### src/rtl/dq2x2_pkg.sv
// Package for the 2x2 block transform quantizer: widths, stage words,
// the quantizer threshold bank and helper functions. No dependencies.
package dq2x2_pkg;

    localparam int FRAC_BITS  = 15;
    localparam int PIX_W      = 16;
    localparam int COEF_W     = 6;
    localparam int TABLE_LEN  = 63;
    localparam int TABLE_MID  = 31;
    localparam int NUM_THR    = TABLE_LEN - 1;
    localparam int AVG_SCALE  = 63;
    localparam int SUM_W      = PIX_W + 3;
    localparam int CSUM_W     = PIX_W + 2;
    localparam int PROD_W     = SUM_W + 6;
    localparam int CMP_W      = (FRAC_BITS + 3 > SUM_W + 1) ? FRAC_BITS + 3 : SUM_W + 1;

    typedef logic signed [CMP_W-1:0] t_cmp;
    typedef t_cmp t_thr_arr [NUM_THR];

    localparam int QUANT_MILLI [TABLE_LEN] = '{
        -300, -280, -250, -230, -200, -180, -160, -150, -130, -120, -110, -100,
        -95, -88, -82, -77, -72, -66, -60, -55, -50, -44, -39, -33, -28, -22,
        -18, -11, -8, -5, -2, 0, 2, 5, 8, 11, 18, 22, 28, 33, 39, 44, 50, 55,
        60, 66, 72, 77, 82, 88, 95, 100, 110, 120, 130, 150, 160, 180, 200, 230,
        250, 280, 300
    };

    function automatic longint quant_entry(int i);
        longint m;
        longint mag;
        longint q;
        m   = longint'(QUANT_MILLI[i]);
        mag = (m < 0) ? -m : m;
        q   = (mag * (longint'(1) << FRAC_BITS) + 500) / 1000;
        return (m < 0) ? -q : q;
    endfunction

    // midpoint j between entries j and j+1, scaled to match twice a 4x coefficient
    function automatic t_thr_arr quant_thresholds();
        t_thr_arr t;
        for (int j = 0; j < NUM_THR; j++) begin
            t[j] = t_cmp'(4 * (quant_entry(j) + quant_entry(j + 1)));
        end
        return t;
    endfunction

    localparam t_thr_arr QUANT_THR = quant_thresholds();

    // thermometer to binary: encode the single 1-to-0 transition position
    function automatic logic signed [COEF_W-1:0] therm_index(input logic [NUM_THR-1:0] t);
        logic [NUM_THR+1:0] ext;
        logic [COEF_W-1:0]  cnt;
        ext = {1'b0, t, 1'b1};
        cnt = '0;
        for (int c = 0; c <= NUM_THR; c++) begin
            if (ext[c] && !ext[c + 1]) begin
                cnt = cnt | COEF_W'(c);
            end
        end
        return $signed(cnt - COEF_W'(TABLE_MID));
    endfunction

    typedef struct packed {
        logic        [SUM_W-1:0]  sa;
        logic signed [SUM_W-1:0]  sb;
        logic signed [SUM_W-1:0]  sc;
        logic signed [SUM_W-1:0]  sd;
        logic signed [CSUM_W-1:0] pb_sum;
        logic signed [CSUM_W-1:0] pr_sum;
    } t_s1;

    typedef struct packed {
        logic        [PROD_W-1:0]  avg_prod;
        logic        [NUM_THR-1:0] thr_b;
        logic        [NUM_THR-1:0] thr_c;
        logic        [NUM_THR-1:0] thr_d;
        logic signed [CSUM_W-1:0]  pb_sum;
        logic signed [CSUM_W-1:0]  pr_sum;
    } t_s2;

    typedef struct packed {
        logic valid;
        logic ready;
    } t_hs;

endpackage

### src/rtl/dq2x2_if.sv
// Stream interfaces for the 2x2 block transform quantizer: pixel block in,
// coefficient word out. Depends on dq2x2_pkg.
interface dq2x2_blk_if;
    logic                                  valid;
    logic                                  ready;
    logic        [dq2x2_pkg::PIX_W-1:0]    y_top_left;
    logic        [dq2x2_pkg::PIX_W-1:0]    y_top_right;
    logic        [dq2x2_pkg::PIX_W-1:0]    y_bottom_left;
    logic        [dq2x2_pkg::PIX_W-1:0]    y_bottom_right;
    logic signed [dq2x2_pkg::PIX_W-1:0]    pb_top_left;
    logic signed [dq2x2_pkg::PIX_W-1:0]    pb_top_right;
    logic signed [dq2x2_pkg::PIX_W-1:0]    pb_bottom_left;
    logic signed [dq2x2_pkg::PIX_W-1:0]    pb_bottom_right;
    logic signed [dq2x2_pkg::PIX_W-1:0]    pr_top_left;
    logic signed [dq2x2_pkg::PIX_W-1:0]    pr_top_right;
    logic signed [dq2x2_pkg::PIX_W-1:0]    pr_bottom_left;
    logic signed [dq2x2_pkg::PIX_W-1:0]    pr_bottom_right;

    modport source (
        output valid, y_top_left, y_top_right, y_bottom_left, y_bottom_right,
               pb_top_left, pb_top_right, pb_bottom_left, pb_bottom_right,
               pr_top_left, pr_top_right, pr_bottom_left, pr_bottom_right,
        input  ready
    );
    modport sink (
        input  valid, y_top_left, y_top_right, y_bottom_left, y_bottom_right,
               pb_top_left, pb_top_right, pb_bottom_left, pb_bottom_right,
               pr_top_left, pr_top_right, pr_bottom_left, pr_bottom_right,
        output ready
    );
endinterface

interface dq2x2_res_if;
    logic                                  valid;
    logic                                  ready;
    logic        [dq2x2_pkg::COEF_W-1:0]   coef_avg;
    logic signed [dq2x2_pkg::COEF_W-1:0]   coef_vertical;
    logic signed [dq2x2_pkg::COEF_W-1:0]   coef_horizontal;
    logic signed [dq2x2_pkg::COEF_W-1:0]   coef_diagonal;
    logic signed [dq2x2_pkg::PIX_W-1:0]    pb_mean;
    logic signed [dq2x2_pkg::PIX_W-1:0]    pr_mean;

    modport source (
        output valid, coef_avg, coef_vertical, coef_horizontal, coef_diagonal,
               pb_mean, pr_mean,
        input  ready
    );
    modport sink (
        input  valid, coef_avg, coef_vertical, coef_horizontal, coef_diagonal,
               pb_mean, pr_mean,
        output ready
    );
endinterface

### src/rtl/dq2x2_sum_stage.sv
// First pipeline stage: Haar sums of the four lumas and chroma sums.
// Depends on dq2x2_pkg and dq2x2_blk_if.
module dq2x2_sum_stage (
    input  logic              i_clk,
    input  logic              i_rst_n,
    dq2x2_blk_if.sink         i_blk,
    output dq2x2_pkg::t_s1    o_s1,
    output dq2x2_pkg::t_hs    o_hs_valid,
    input  dq2x2_pkg::t_hs    i_hs_ready
);
    logic                         r_valid;
    dq2x2_pkg::t_s1               r_s1;
    dq2x2_pkg::t_s1               n_s1;
    logic                         load;
    logic signed [dq2x2_pkg::SUM_W-1:0] y1, y2, y3, y4;

    assign i_blk.ready = !r_valid || i_hs_ready.ready;
    assign load        = i_blk.valid && i_blk.ready;

    always_comb begin
        y1 = $signed({3'b000, i_blk.y_top_left});
        y2 = $signed({3'b000, i_blk.y_top_right});
        y3 = $signed({3'b000, i_blk.y_bottom_left});
        y4 = $signed({3'b000, i_blk.y_bottom_right});
        n_s1.sa     = $unsigned(y4 + y3 + y2 + y1);
        n_s1.sb     = y4 + y3 - y2 - y1;
        n_s1.sc     = y4 - y3 + y2 - y1;
        n_s1.sd     = y4 - y3 - y2 + y1;
        n_s1.pb_sum = dq2x2_pkg::CSUM_W'(i_blk.pb_top_left)
                    + dq2x2_pkg::CSUM_W'(i_blk.pb_top_right)
                    + dq2x2_pkg::CSUM_W'(i_blk.pb_bottom_left)
                    + dq2x2_pkg::CSUM_W'(i_blk.pb_bottom_right);
        n_s1.pr_sum = dq2x2_pkg::CSUM_W'(i_blk.pr_top_left)
                    + dq2x2_pkg::CSUM_W'(i_blk.pr_top_right)
                    + dq2x2_pkg::CSUM_W'(i_blk.pr_bottom_left)
                    + dq2x2_pkg::CSUM_W'(i_blk.pr_bottom_right);
    end

    always_ff @(posedge i_clk) begin
        if (!i_rst_n) begin
            r_valid <= 1'b0;
        end else if (i_blk.ready) begin
            r_valid <= i_blk.valid;
        end
    end

    always_ff @(posedge i_clk) begin
        if (load) begin
            r_s1 <= n_s1;
        end
    end

    assign o_s1             = r_s1;
    assign o_hs_valid.valid = r_valid;
    assign o_hs_valid.ready = i_blk.ready;
endmodule

### src/rtl/dq2x2_cmp_stage.sv
// Second pipeline stage: threshold comparator bank for the three detail
// coefficients and the scaling product of the average. Depends on dq2x2_pkg.
module dq2x2_cmp_stage (
    input  logic              i_clk,
    input  logic              i_rst_n,
    input  dq2x2_pkg::t_s1    i_s1,
    input  dq2x2_pkg::t_hs    i_hs_valid,
    output dq2x2_pkg::t_hs    o_hs_ready,
    output dq2x2_pkg::t_s2    o_s2,
    output dq2x2_pkg::t_hs    o_hs_valid,
    input  dq2x2_pkg::t_hs    i_hs_ready
);
    logic                   r_valid;
    dq2x2_pkg::t_s2         r_s2;
    dq2x2_pkg::t_s2         n_s2;
    logic                   adv;
    dq2x2_pkg::t_cmp        xb, xc, xd;

    assign adv = !r_valid || i_hs_ready.ready;

    always_comb begin
        xb = dq2x2_pkg::t_cmp'(i_s1.sb) <<< 1;
        xc = dq2x2_pkg::t_cmp'(i_s1.sc) <<< 1;
        xd = dq2x2_pkg::t_cmp'(i_s1.sd) <<< 1;
        for (int j = 0; j < dq2x2_pkg::NUM_THR; j++) begin
            n_s2.thr_b[j] = xb > dq2x2_pkg::QUANT_THR[j];
            n_s2.thr_c[j] = xc > dq2x2_pkg::QUANT_THR[j];
            n_s2.thr_d[j] = xd > dq2x2_pkg::QUANT_THR[j];
        end
        n_s2.avg_prod = dq2x2_pkg::PROD_W'(i_s1.sa)
                      * dq2x2_pkg::PROD_W'(dq2x2_pkg::AVG_SCALE);
        n_s2.pb_sum   = i_s1.pb_sum;
        n_s2.pr_sum   = i_s1.pr_sum;
    end

    always_ff @(posedge i_clk) begin
        if (!i_rst_n) begin
            r_valid <= 1'b0;
        end else if (adv) begin
            r_valid <= i_hs_valid.valid;
        end
    end

    always_ff @(posedge i_clk) begin
        if (adv && i_hs_valid.valid) begin
            r_s2 <= n_s2;
        end
    end

    assign o_s2             = r_s2;
    assign o_hs_valid.valid = r_valid;
    assign o_hs_valid.ready = adv;
    assign o_hs_ready.valid = r_valid;
    assign o_hs_ready.ready = adv;
endmodule

### src/rtl/dq2x2_out_stage.sv
// Third pipeline stage and output register: table index from the comparator
// thermometer, average saturation, chroma mean. Depends on dq2x2_pkg, dq2x2_res_if.
module dq2x2_out_stage (
    input  logic              i_clk,
    input  logic              i_rst_n,
    input  dq2x2_pkg::t_s2    i_s2,
    input  dq2x2_pkg::t_hs    i_hs_valid,
    output dq2x2_pkg::t_hs    o_hs_ready,
    dq2x2_res_if.source       o_res
);
    logic                                     r_valid;
    logic        [dq2x2_pkg::COEF_W-1:0]      r_avg,  n_avg;
    logic signed [dq2x2_pkg::COEF_W-1:0]      r_vert, n_vert;
    logic signed [dq2x2_pkg::COEF_W-1:0]      r_horz, n_horz;
    logic signed [dq2x2_pkg::COEF_W-1:0]      r_diag, n_diag;
    logic signed [dq2x2_pkg::PIX_W-1:0]       r_pb,   n_pb;
    logic signed [dq2x2_pkg::PIX_W-1:0]       r_pr,   n_pr;
    logic        [dq2x2_pkg::PROD_W-1:0]      avg_q;
    logic signed [dq2x2_pkg::CSUM_W-1:0]      pb_adj, pr_adj;
    logic                                     adv;

    assign adv = !r_valid || o_res.ready;

    always_comb begin
        avg_q  = i_s2.avg_prod >> (dq2x2_pkg::FRAC_BITS + 2);
        n_avg  = (avg_q > dq2x2_pkg::PROD_W'(dq2x2_pkg::AVG_SCALE))
               ? dq2x2_pkg::COEF_W'(dq2x2_pkg::AVG_SCALE)
               : avg_q[dq2x2_pkg::COEF_W-1:0];
        n_vert = dq2x2_pkg::therm_index(i_s2.thr_b);
        n_horz = dq2x2_pkg::therm_index(i_s2.thr_c);
        n_diag = dq2x2_pkg::therm_index(i_s2.thr_d);
        pb_adj = i_s2.pb_sum + (i_s2.pb_sum[dq2x2_pkg::CSUM_W-1]
               ? dq2x2_pkg::CSUM_W'(3) : dq2x2_pkg::CSUM_W'(0));
        pr_adj = i_s2.pr_sum + (i_s2.pr_sum[dq2x2_pkg::CSUM_W-1]
               ? dq2x2_pkg::CSUM_W'(3) : dq2x2_pkg::CSUM_W'(0));
        n_pb   = pb_adj[dq2x2_pkg::CSUM_W-1:2];
        n_pr   = pr_adj[dq2x2_pkg::CSUM_W-1:2];
    end

    always_ff @(posedge i_clk) begin
        if (!i_rst_n) begin
            r_valid <= 1'b0;
        end else if (adv) begin
            r_valid <= i_hs_valid.valid;
        end
    end

    always_ff @(posedge i_clk) begin
        if (adv && i_hs_valid.valid) begin
            r_avg  <= n_avg;
            r_vert <= n_vert;
            r_horz <= n_horz;
            r_diag <= n_diag;
            r_pb   <= n_pb;
            r_pr   <= n_pr;
        end
    end

    assign o_res.valid           = r_valid;
    assign o_res.coef_avg        = r_avg;
    assign o_res.coef_vertical   = r_vert;
    assign o_res.coef_horizontal = r_horz;
    assign o_res.coef_diagonal   = r_diag;
    assign o_res.pb_mean         = r_pb;
    assign o_res.pr_mean         = r_pr;
    assign o_hs_ready.valid      = r_valid;
    assign o_hs_ready.ready      = adv;
endmodule

### src/rtl/block_dct_quantize_2x2_top.sv
// 2x2 block transform quantizer, top level: sum, compare and output stages.
// Depends on dq2x2_pkg, dq2x2_if, dq2x2_sum_stage, dq2x2_cmp_stage, dq2x2_out_stage.
//
// Accepts one 2x2 pixel block per clock while the output is not stalled, and
// delivers its coefficient word through three register stages: luma and chroma sums,
// a bank of 62 midpoint comparators per detail coefficient alongside the x63 scaling
// multiply, and the thermometer-to-index count with average saturation and chroma
// mean in the output register. Each stage holds its word while the next one is
// full, so a stall at the output backs up without loss and empty stages fill in.
module block_dct_quantize_2x2_top (
    input  logic          i_clk,
    input  logic          i_rst_n,
    dq2x2_blk_if.sink     i_blk,
    dq2x2_res_if.source   o_res
);
    dq2x2_pkg::t_s1 s1;
    dq2x2_pkg::t_s2 s2;
    dq2x2_pkg::t_hs hs1_v, hs1_r, hs2_v, hs2_r;

    dq2x2_sum_stage u_sum (
        .i_clk      (i_clk),
        .i_rst_n    (i_rst_n),
        .i_blk      (i_blk),
        .o_s1       (s1),
        .o_hs_valid (hs1_v),
        .i_hs_ready (hs1_r)
    );

    dq2x2_cmp_stage u_cmp (
        .i_clk      (i_clk),
        .i_rst_n    (i_rst_n),
        .i_s1       (s1),
        .i_hs_valid (hs1_v),
        .o_hs_ready (hs1_r),
        .o_s2       (s2),
        .o_hs_valid (hs2_v),
        .i_hs_ready (hs2_r)
    );

    dq2x2_out_stage u_out (
        .i_clk      (i_clk),
        .i_rst_n    (i_rst_n),
        .i_s2       (s2),
        .i_hs_valid (hs2_v),
        .o_hs_ready (hs2_r),
        .o_res      (o_res)
    );

    a_flow_latency: assert property (@(posedge i_clk) disable iff (!i_rst_n)
        (i_blk.valid && i_blk.ready) ##1 o_res.ready ##1 o_res.ready |=> o_res.valid)
        else $error("accepted word not delivered after three free-flowing cycles");

    a_empty_out_ready: assert property (@(posedge i_clk) disable iff (!i_rst_n)
        !o_res.valid |-> i_blk.ready)
        else $error("input stalled while output register is empty");

    a_index_range: assert property (@(posedge i_clk) disable iff (!i_rst_n)
        o_res.valid |-> (o_res.coef_vertical != -6'sd32)
                     && (o_res.coef_horizontal != -6'sd32)
                     && (o_res.coef_diagonal != -6'sd32))
        else $error("table index out of range");
endmodule

### src/flat_wrapper.sv
// flat-port wrapper written by rule: the top's interface ports become plain ports
module block_dct_quantize_2x2_top_flat 
  (i_clk, i_rst_n, i_blk_valid, i_blk_y_top_left, i_blk_y_top_right, i_blk_y_bottom_left, i_blk_y_bottom_right, i_blk_pb_top_left, i_blk_pb_top_right, i_blk_pb_bottom_left, i_blk_pb_bottom_right, i_blk_pr_top_left, i_blk_pr_top_right, i_blk_pr_bottom_left, i_blk_pr_bottom_right, i_blk_ready, o_res_valid, o_res_coef_avg, o_res_coef_vertical, o_res_coef_horizontal, o_res_coef_diagonal, o_res_pb_mean, o_res_pr_mean, o_res_ready);
  dq2x2_blk_if i_blk_i ();
  dq2x2_res_if o_res_i ();
  input  logic i_clk;
  input  logic i_rst_n;
  input wire logic [$bits(i_blk_i.valid)-1:0] i_blk_valid;
  input wire logic [$bits(i_blk_i.y_top_left)-1:0] i_blk_y_top_left;
  input wire logic [$bits(i_blk_i.y_top_right)-1:0] i_blk_y_top_right;
  input wire logic [$bits(i_blk_i.y_bottom_left)-1:0] i_blk_y_bottom_left;
  input wire logic [$bits(i_blk_i.y_bottom_right)-1:0] i_blk_y_bottom_right;
  input wire logic [$bits(i_blk_i.pb_top_left)-1:0] i_blk_pb_top_left;
  input wire logic [$bits(i_blk_i.pb_top_right)-1:0] i_blk_pb_top_right;
  input wire logic [$bits(i_blk_i.pb_bottom_left)-1:0] i_blk_pb_bottom_left;
  input wire logic [$bits(i_blk_i.pb_bottom_right)-1:0] i_blk_pb_bottom_right;
  input wire logic [$bits(i_blk_i.pr_top_left)-1:0] i_blk_pr_top_left;
  input wire logic [$bits(i_blk_i.pr_top_right)-1:0] i_blk_pr_top_right;
  input wire logic [$bits(i_blk_i.pr_bottom_left)-1:0] i_blk_pr_bottom_left;
  input wire logic [$bits(i_blk_i.pr_bottom_right)-1:0] i_blk_pr_bottom_right;
  output wire logic [$bits(i_blk_i.ready)-1:0] i_blk_ready;
  output wire logic [$bits(o_res_i.valid)-1:0] o_res_valid;
  output wire logic [$bits(o_res_i.coef_avg)-1:0] o_res_coef_avg;
  output wire logic [$bits(o_res_i.coef_vertical)-1:0] o_res_coef_vertical;
  output wire logic [$bits(o_res_i.coef_horizontal)-1:0] o_res_coef_horizontal;
  output wire logic [$bits(o_res_i.coef_diagonal)-1:0] o_res_coef_diagonal;
  output wire logic [$bits(o_res_i.pb_mean)-1:0] o_res_pb_mean;
  output wire logic [$bits(o_res_i.pr_mean)-1:0] o_res_pr_mean;
  input wire logic [$bits(o_res_i.ready)-1:0] o_res_ready;
  assign i_blk_i.valid = i_blk_valid;
  assign i_blk_i.y_top_left = i_blk_y_top_left;
  assign i_blk_i.y_top_right = i_blk_y_top_right;
  assign i_blk_i.y_bottom_left = i_blk_y_bottom_left;
  assign i_blk_i.y_bottom_right = i_blk_y_bottom_right;
  assign i_blk_i.pb_top_left = i_blk_pb_top_left;
  assign i_blk_i.pb_top_right = i_blk_pb_top_right;
  assign i_blk_i.pb_bottom_left = i_blk_pb_bottom_left;
  assign i_blk_i.pb_bottom_right = i_blk_pb_bottom_right;
  assign i_blk_i.pr_top_left = i_blk_pr_top_left;
  assign i_blk_i.pr_top_right = i_blk_pr_top_right;
  assign i_blk_i.pr_bottom_left = i_blk_pr_bottom_left;
  assign i_blk_i.pr_bottom_right = i_blk_pr_bottom_right;
  assign i_blk_ready = i_blk_i.ready;
  assign o_res_valid = o_res_i.valid;
  assign o_res_coef_avg = o_res_i.coef_avg;
  assign o_res_coef_vertical = o_res_i.coef_vertical;
  assign o_res_coef_horizontal = o_res_i.coef_horizontal;
  assign o_res_coef_diagonal = o_res_i.coef_diagonal;
  assign o_res_pb_mean = o_res_i.pb_mean;
  assign o_res_pr_mean = o_res_i.pr_mean;
  assign o_res_i.ready = o_res_ready;
  block_dct_quantize_2x2_top u_core (.i_clk(i_clk), .i_rst_n(i_rst_n), .i_blk(i_blk_i), .o_res(o_res_i));
endmodule
### config.mk
export PLATFORM = sky130hd
export DESIGN_NAME = block_dct_quantize_2x2_top_flat
export DESIGN_NICKNAME = d
export VERILOG_FILES = /design/src/rtl/dq2x2_pkg.sv /design/src/rtl/dq2x2_if.sv /design/src/rtl/dq2x2_sum_stage.sv /design/src/rtl/dq2x2_cmp_stage.sv /design/src/rtl/dq2x2_out_stage.sv /design/src/rtl/block_dct_quantize_2x2_top.sv /design/src/flat_wrapper.sv
export SDC_FILE = /design/constraint.sdc
export NUM_CORES = 2
export LEC_CHECK = 0
export ABC_AREA = 1
export ABC_CLOCK_PERIOD_IN_PS = 43700
export BUFFER_PORTS_ARGS = -buffer_cell sky130_fd_sc_hd__buf_4
export CAP_MARGIN = 20
export CORE_ASPECT_RATIO = 0.6
export CORE_UTILIZATION = 45
export CTS_CLUSTER_DIAMETER = 120
export DETAILED_ROUTE_END_ITERATION = 7
export HOLD_SLACK_MARGIN = 0.05
export PLACE_DENSITY = 0.67
export SETUP_SLACK_MARGIN = 0.1
export SYNTH_ARGS = -nofsm -noshare
export SYNTH_HDL_FRONTEND = slang
export SYNTH_HIERARCHICAL = 1
export SYNTH_SLANG_ARGS = --single-unit
### constraint.sdc
create_clock -name i_clk -period 43.7 [get_ports i_clk]
set_input_delay 13.11 -clock i_clk [delete_from_list [all_inputs] [get_ports i_clk]]
set_output_delay 13.11 -clock i_clk [all_outputs]
set_load 0.01 [all_outputs]
==> impl_metrics.py <==
metrics = {
    "detailed_routing": {
        "wl_met3_um": 28160,
        "drt_wl_total_um": 163900,
        "top_layer_used": "met5",
        "drt-pass1-iter-count": 8,
        "drc": 13,
        "antenna_left": 0,
        "route.layer.met1.wl_um": 79000,
        "detailroute.via_count": 39600,
        "drtIter0Drc": 6186,
        "wl_per_cell_um": 24.17,
        "met2_length_um": 54240,
        "routed_via_density": 5.841,
    },
    "global_routing": {
        "grt_first_pass_wirelength_um": 238800,
        "grt_max_degree": 86,
        "grt-ovfl-total": 0,
        "antenna_found_initial": 10,
        "grt_pass1_vias": 36010,
        "gr-usage-all-layers_pct": 36.97,
    },
    "worst_setup_path": {
        "ff2ff_path_depth": 6,
        "end_kind": "output pin",
        "crit_fanout": 2,
        "critPathTopFamily": "buffers and inverters",
        "worstSetupPathType": "primary input to output pin",
        "critPathSlowestCell": "buf_4",
        "crit_chain": "buf_4, inv_1, nand2_1, inv_1, nand2_1, inv_1, nand2_1, buf_4",
        "r2r-end": "u_core/u_cmp/o_s2[64]",
        "worstPathArrival_ns": 13.94,
        "critPathBufInv": 5,
        "max_stage_delay_ns": 0.15,
        "cp-start-kind": "primary input",
        "reg2reg_slack_ns": 39.68,
        "rr_startpoint": "u_core/u_out/o_res.valid",
        "worstPathRequired_ns": 30.59,
    },
    "floorplan": {
        "pin_count": 254,
        "core_mm2": 0.08413,
        "rows": 82,
        "floorplan.initialDensity_pct": 45.86,
        "die_w_um": 380.0,
        "dieHeight_um": 228.8,
        "dieArea_mm2": 0.08695,
    },
    "clocking": {
        "cts_resized": 0,
        "clock_sinks": 398,
        "cts_hold_buf": 0,
        "cts_tree": "yes",
        "numCtsBuffers": 41,
        "root_buffer": "clkbuf_16",
        "ctsHtreeMaxLevel": 2,
        "insertion_delay_ns": 0.63,
        "clk_pin_slew_ns": 0.06,
        "cts_setup_buffers": 0,
        "cts_max_path_buffers": 3,
    },
    "min_path": {
        "hold_depth": 0,
        "min_path_type": "flop to flop",
        "worstHoldEndpoint": "u_core/u_cmp/o_s2[7]",
        "min_from": "u_core/u_sum/o_s1[7]",
    },
    "synthesis": {
        "synth_area_mm2": 0.03858,
        "syn_area_per_cell_um2": 7.166,
        "yosys_warnings": 6,
        "synth.net_count": 5942,
        "postSynthCellCount": 5384,
    },
    "place": {
        "port_buffers": 253,
        "dp_hpwl_um": 136400,
        "gp_congestion": 1.147,
        "dp_worst_setup_slack_ns": 16.67,
    },
    "power_and_ir_drop": {
        "ir_drop_mv": 0.1896,
        "power_density_mw_per_mm2": 89.14,
        "leakage_nw": 20.30,
    },
    "timing": {
        "tightestPinTransition_ns": 1.299,
        "period_share_pct": 61.90,
        "slew_viol_final": 0,
        "clock_skew_ns": 0.03631,
        "relSlewSlack_pct": 12.49,
        "fin_crit_ns": 27.05,
        "max_freq_mhz": 36.97,
        "setup_tns_ns": 0,
        "setup_ws_ns": 16.65,
        "setup_violations": 0,
        "rsz0062_at_grt": "false",
        "finalHoldViolations": 0,
    },
    "cells_and_area": {
        "nNetsFinal": 6171,
        "syn2layout_area_growth_pct": 11.28,
        "final_core_util_pct": 51.03,
        "drive_gt1_share_pct": 8.558,
    },
    "status": {
        "violations": "DRC",
        "outcome": "finished with violations",
    },
    "flow_run": {
        "max_cap_viol_count": 0,
    },
}
[metrics by stage]
stage                     hold slack (ns)  power [mW]  cells  instance area (um^2)
after floorplan                    0.4003       2.526   5384                 38580
after global placement             0.4009       3.305   6700                 41520
after detailed placement           0.4045       3.326   6702                 41540
after CTS                          0.4168       3.706   6776                 42910
after global routing               0.4238       4.141   6778                 42930
final                              0.4151       3.827   6780                 42930
[cells in the final DEF, fill, tap and decap left out, types with 5 or more instances in the layout]
cell          n
nor2_2       26
and3_1        7
edfxtp_1    395
fa_1        157
clkbuf_1      6
buf_4       270
a31oi_1      25
clkinv_1     10
ha_1        205
nor2_1      716
nor2_4       10
nor4_1       28
o21bai_1     13
a31o_2        5
xnor2_1      37
inv_1       856
a21oi_4       6
nor3_1      141
nor3_2       11
a21o_1       20
o211ai_1     12
nand2_4       6
clkbuf_16    41
a21oi_1     281
o21ai_1      22
nor3b_1       5
o31ai_1      15
nand2_1    1419
xor2_1      120
nand4_1     100
nand2_2      25
o21ai_2       5
nand3_1     366
clkinv_2      6
and2_1        5
o21ai_0     155
nand3b_1     10
inv_2        32
a21boi_0     12
[metal layers]
metal / up-vias / global-route usage (%)
met1: 18720 / 60.61
met3: 224 / 16.83
met5: - / 0
met4: 8 / 5.053
met2: 2781 / 42.38
li1: 17880 / -
[cell type report]
type                            count  area [um^2]
Antenna cell                        2        5.005
Clock buffer                       47         1049
Clock inverter                     27        326.6
Fill cell                        8472        41200
Inverter                          896         3366
Multi-Input combinational cell   4003        22790
Sequential cell                   398        11920
Tap cell                         1134         1419
Timing Repair Buffer              273         2051
[where the power goes]
group	internal, mW	total [mW]	switching, mW
clock	0.201	0.369	0.168
combinational	0.820	2.74	1.92
sequential	0.578	0.718	0.139
total	1.60	3.83	2.23
[sequential cells by signal, indices dropped and copies added (netlist names)]
signal                              cells
u_core/u_cmp/o_s2                     230
u_core/u_cmp/r_valid                    1
u_core/u_out/o_res.coef_avg             6
u_core/u_out/o_res.coef_diagonal        6
u_core/u_out/o_res.coef_horizontal      6
u_core/u_out/o_res.coef_vertical        6
u_core/u_out/o_res.pb_mean             16
u_core/u_out/o_res.pr_mean             16
u_core/u_out/o_res.valid                1
u_core/u_sum/o_s1                     109
u_core/u_sum/r_valid                    1
[worst max-delay path by stage]
stage | start | depth (start not counted) | to
after floorplan | o_res_ready | 8 | i_blk_ready
after global placement | o_res_ready | 8 | i_blk_ready
after detailed placement | o_res_ready | 8 | i_blk_ready
after CTS | o_res_ready | 8 | i_blk_ready
after global routing | o_res_ready | 8 | i_blk_ready
final | o_res_ready | 8 | i_blk_ready
No activity file was read; power rests on OpenSTA's default activity.
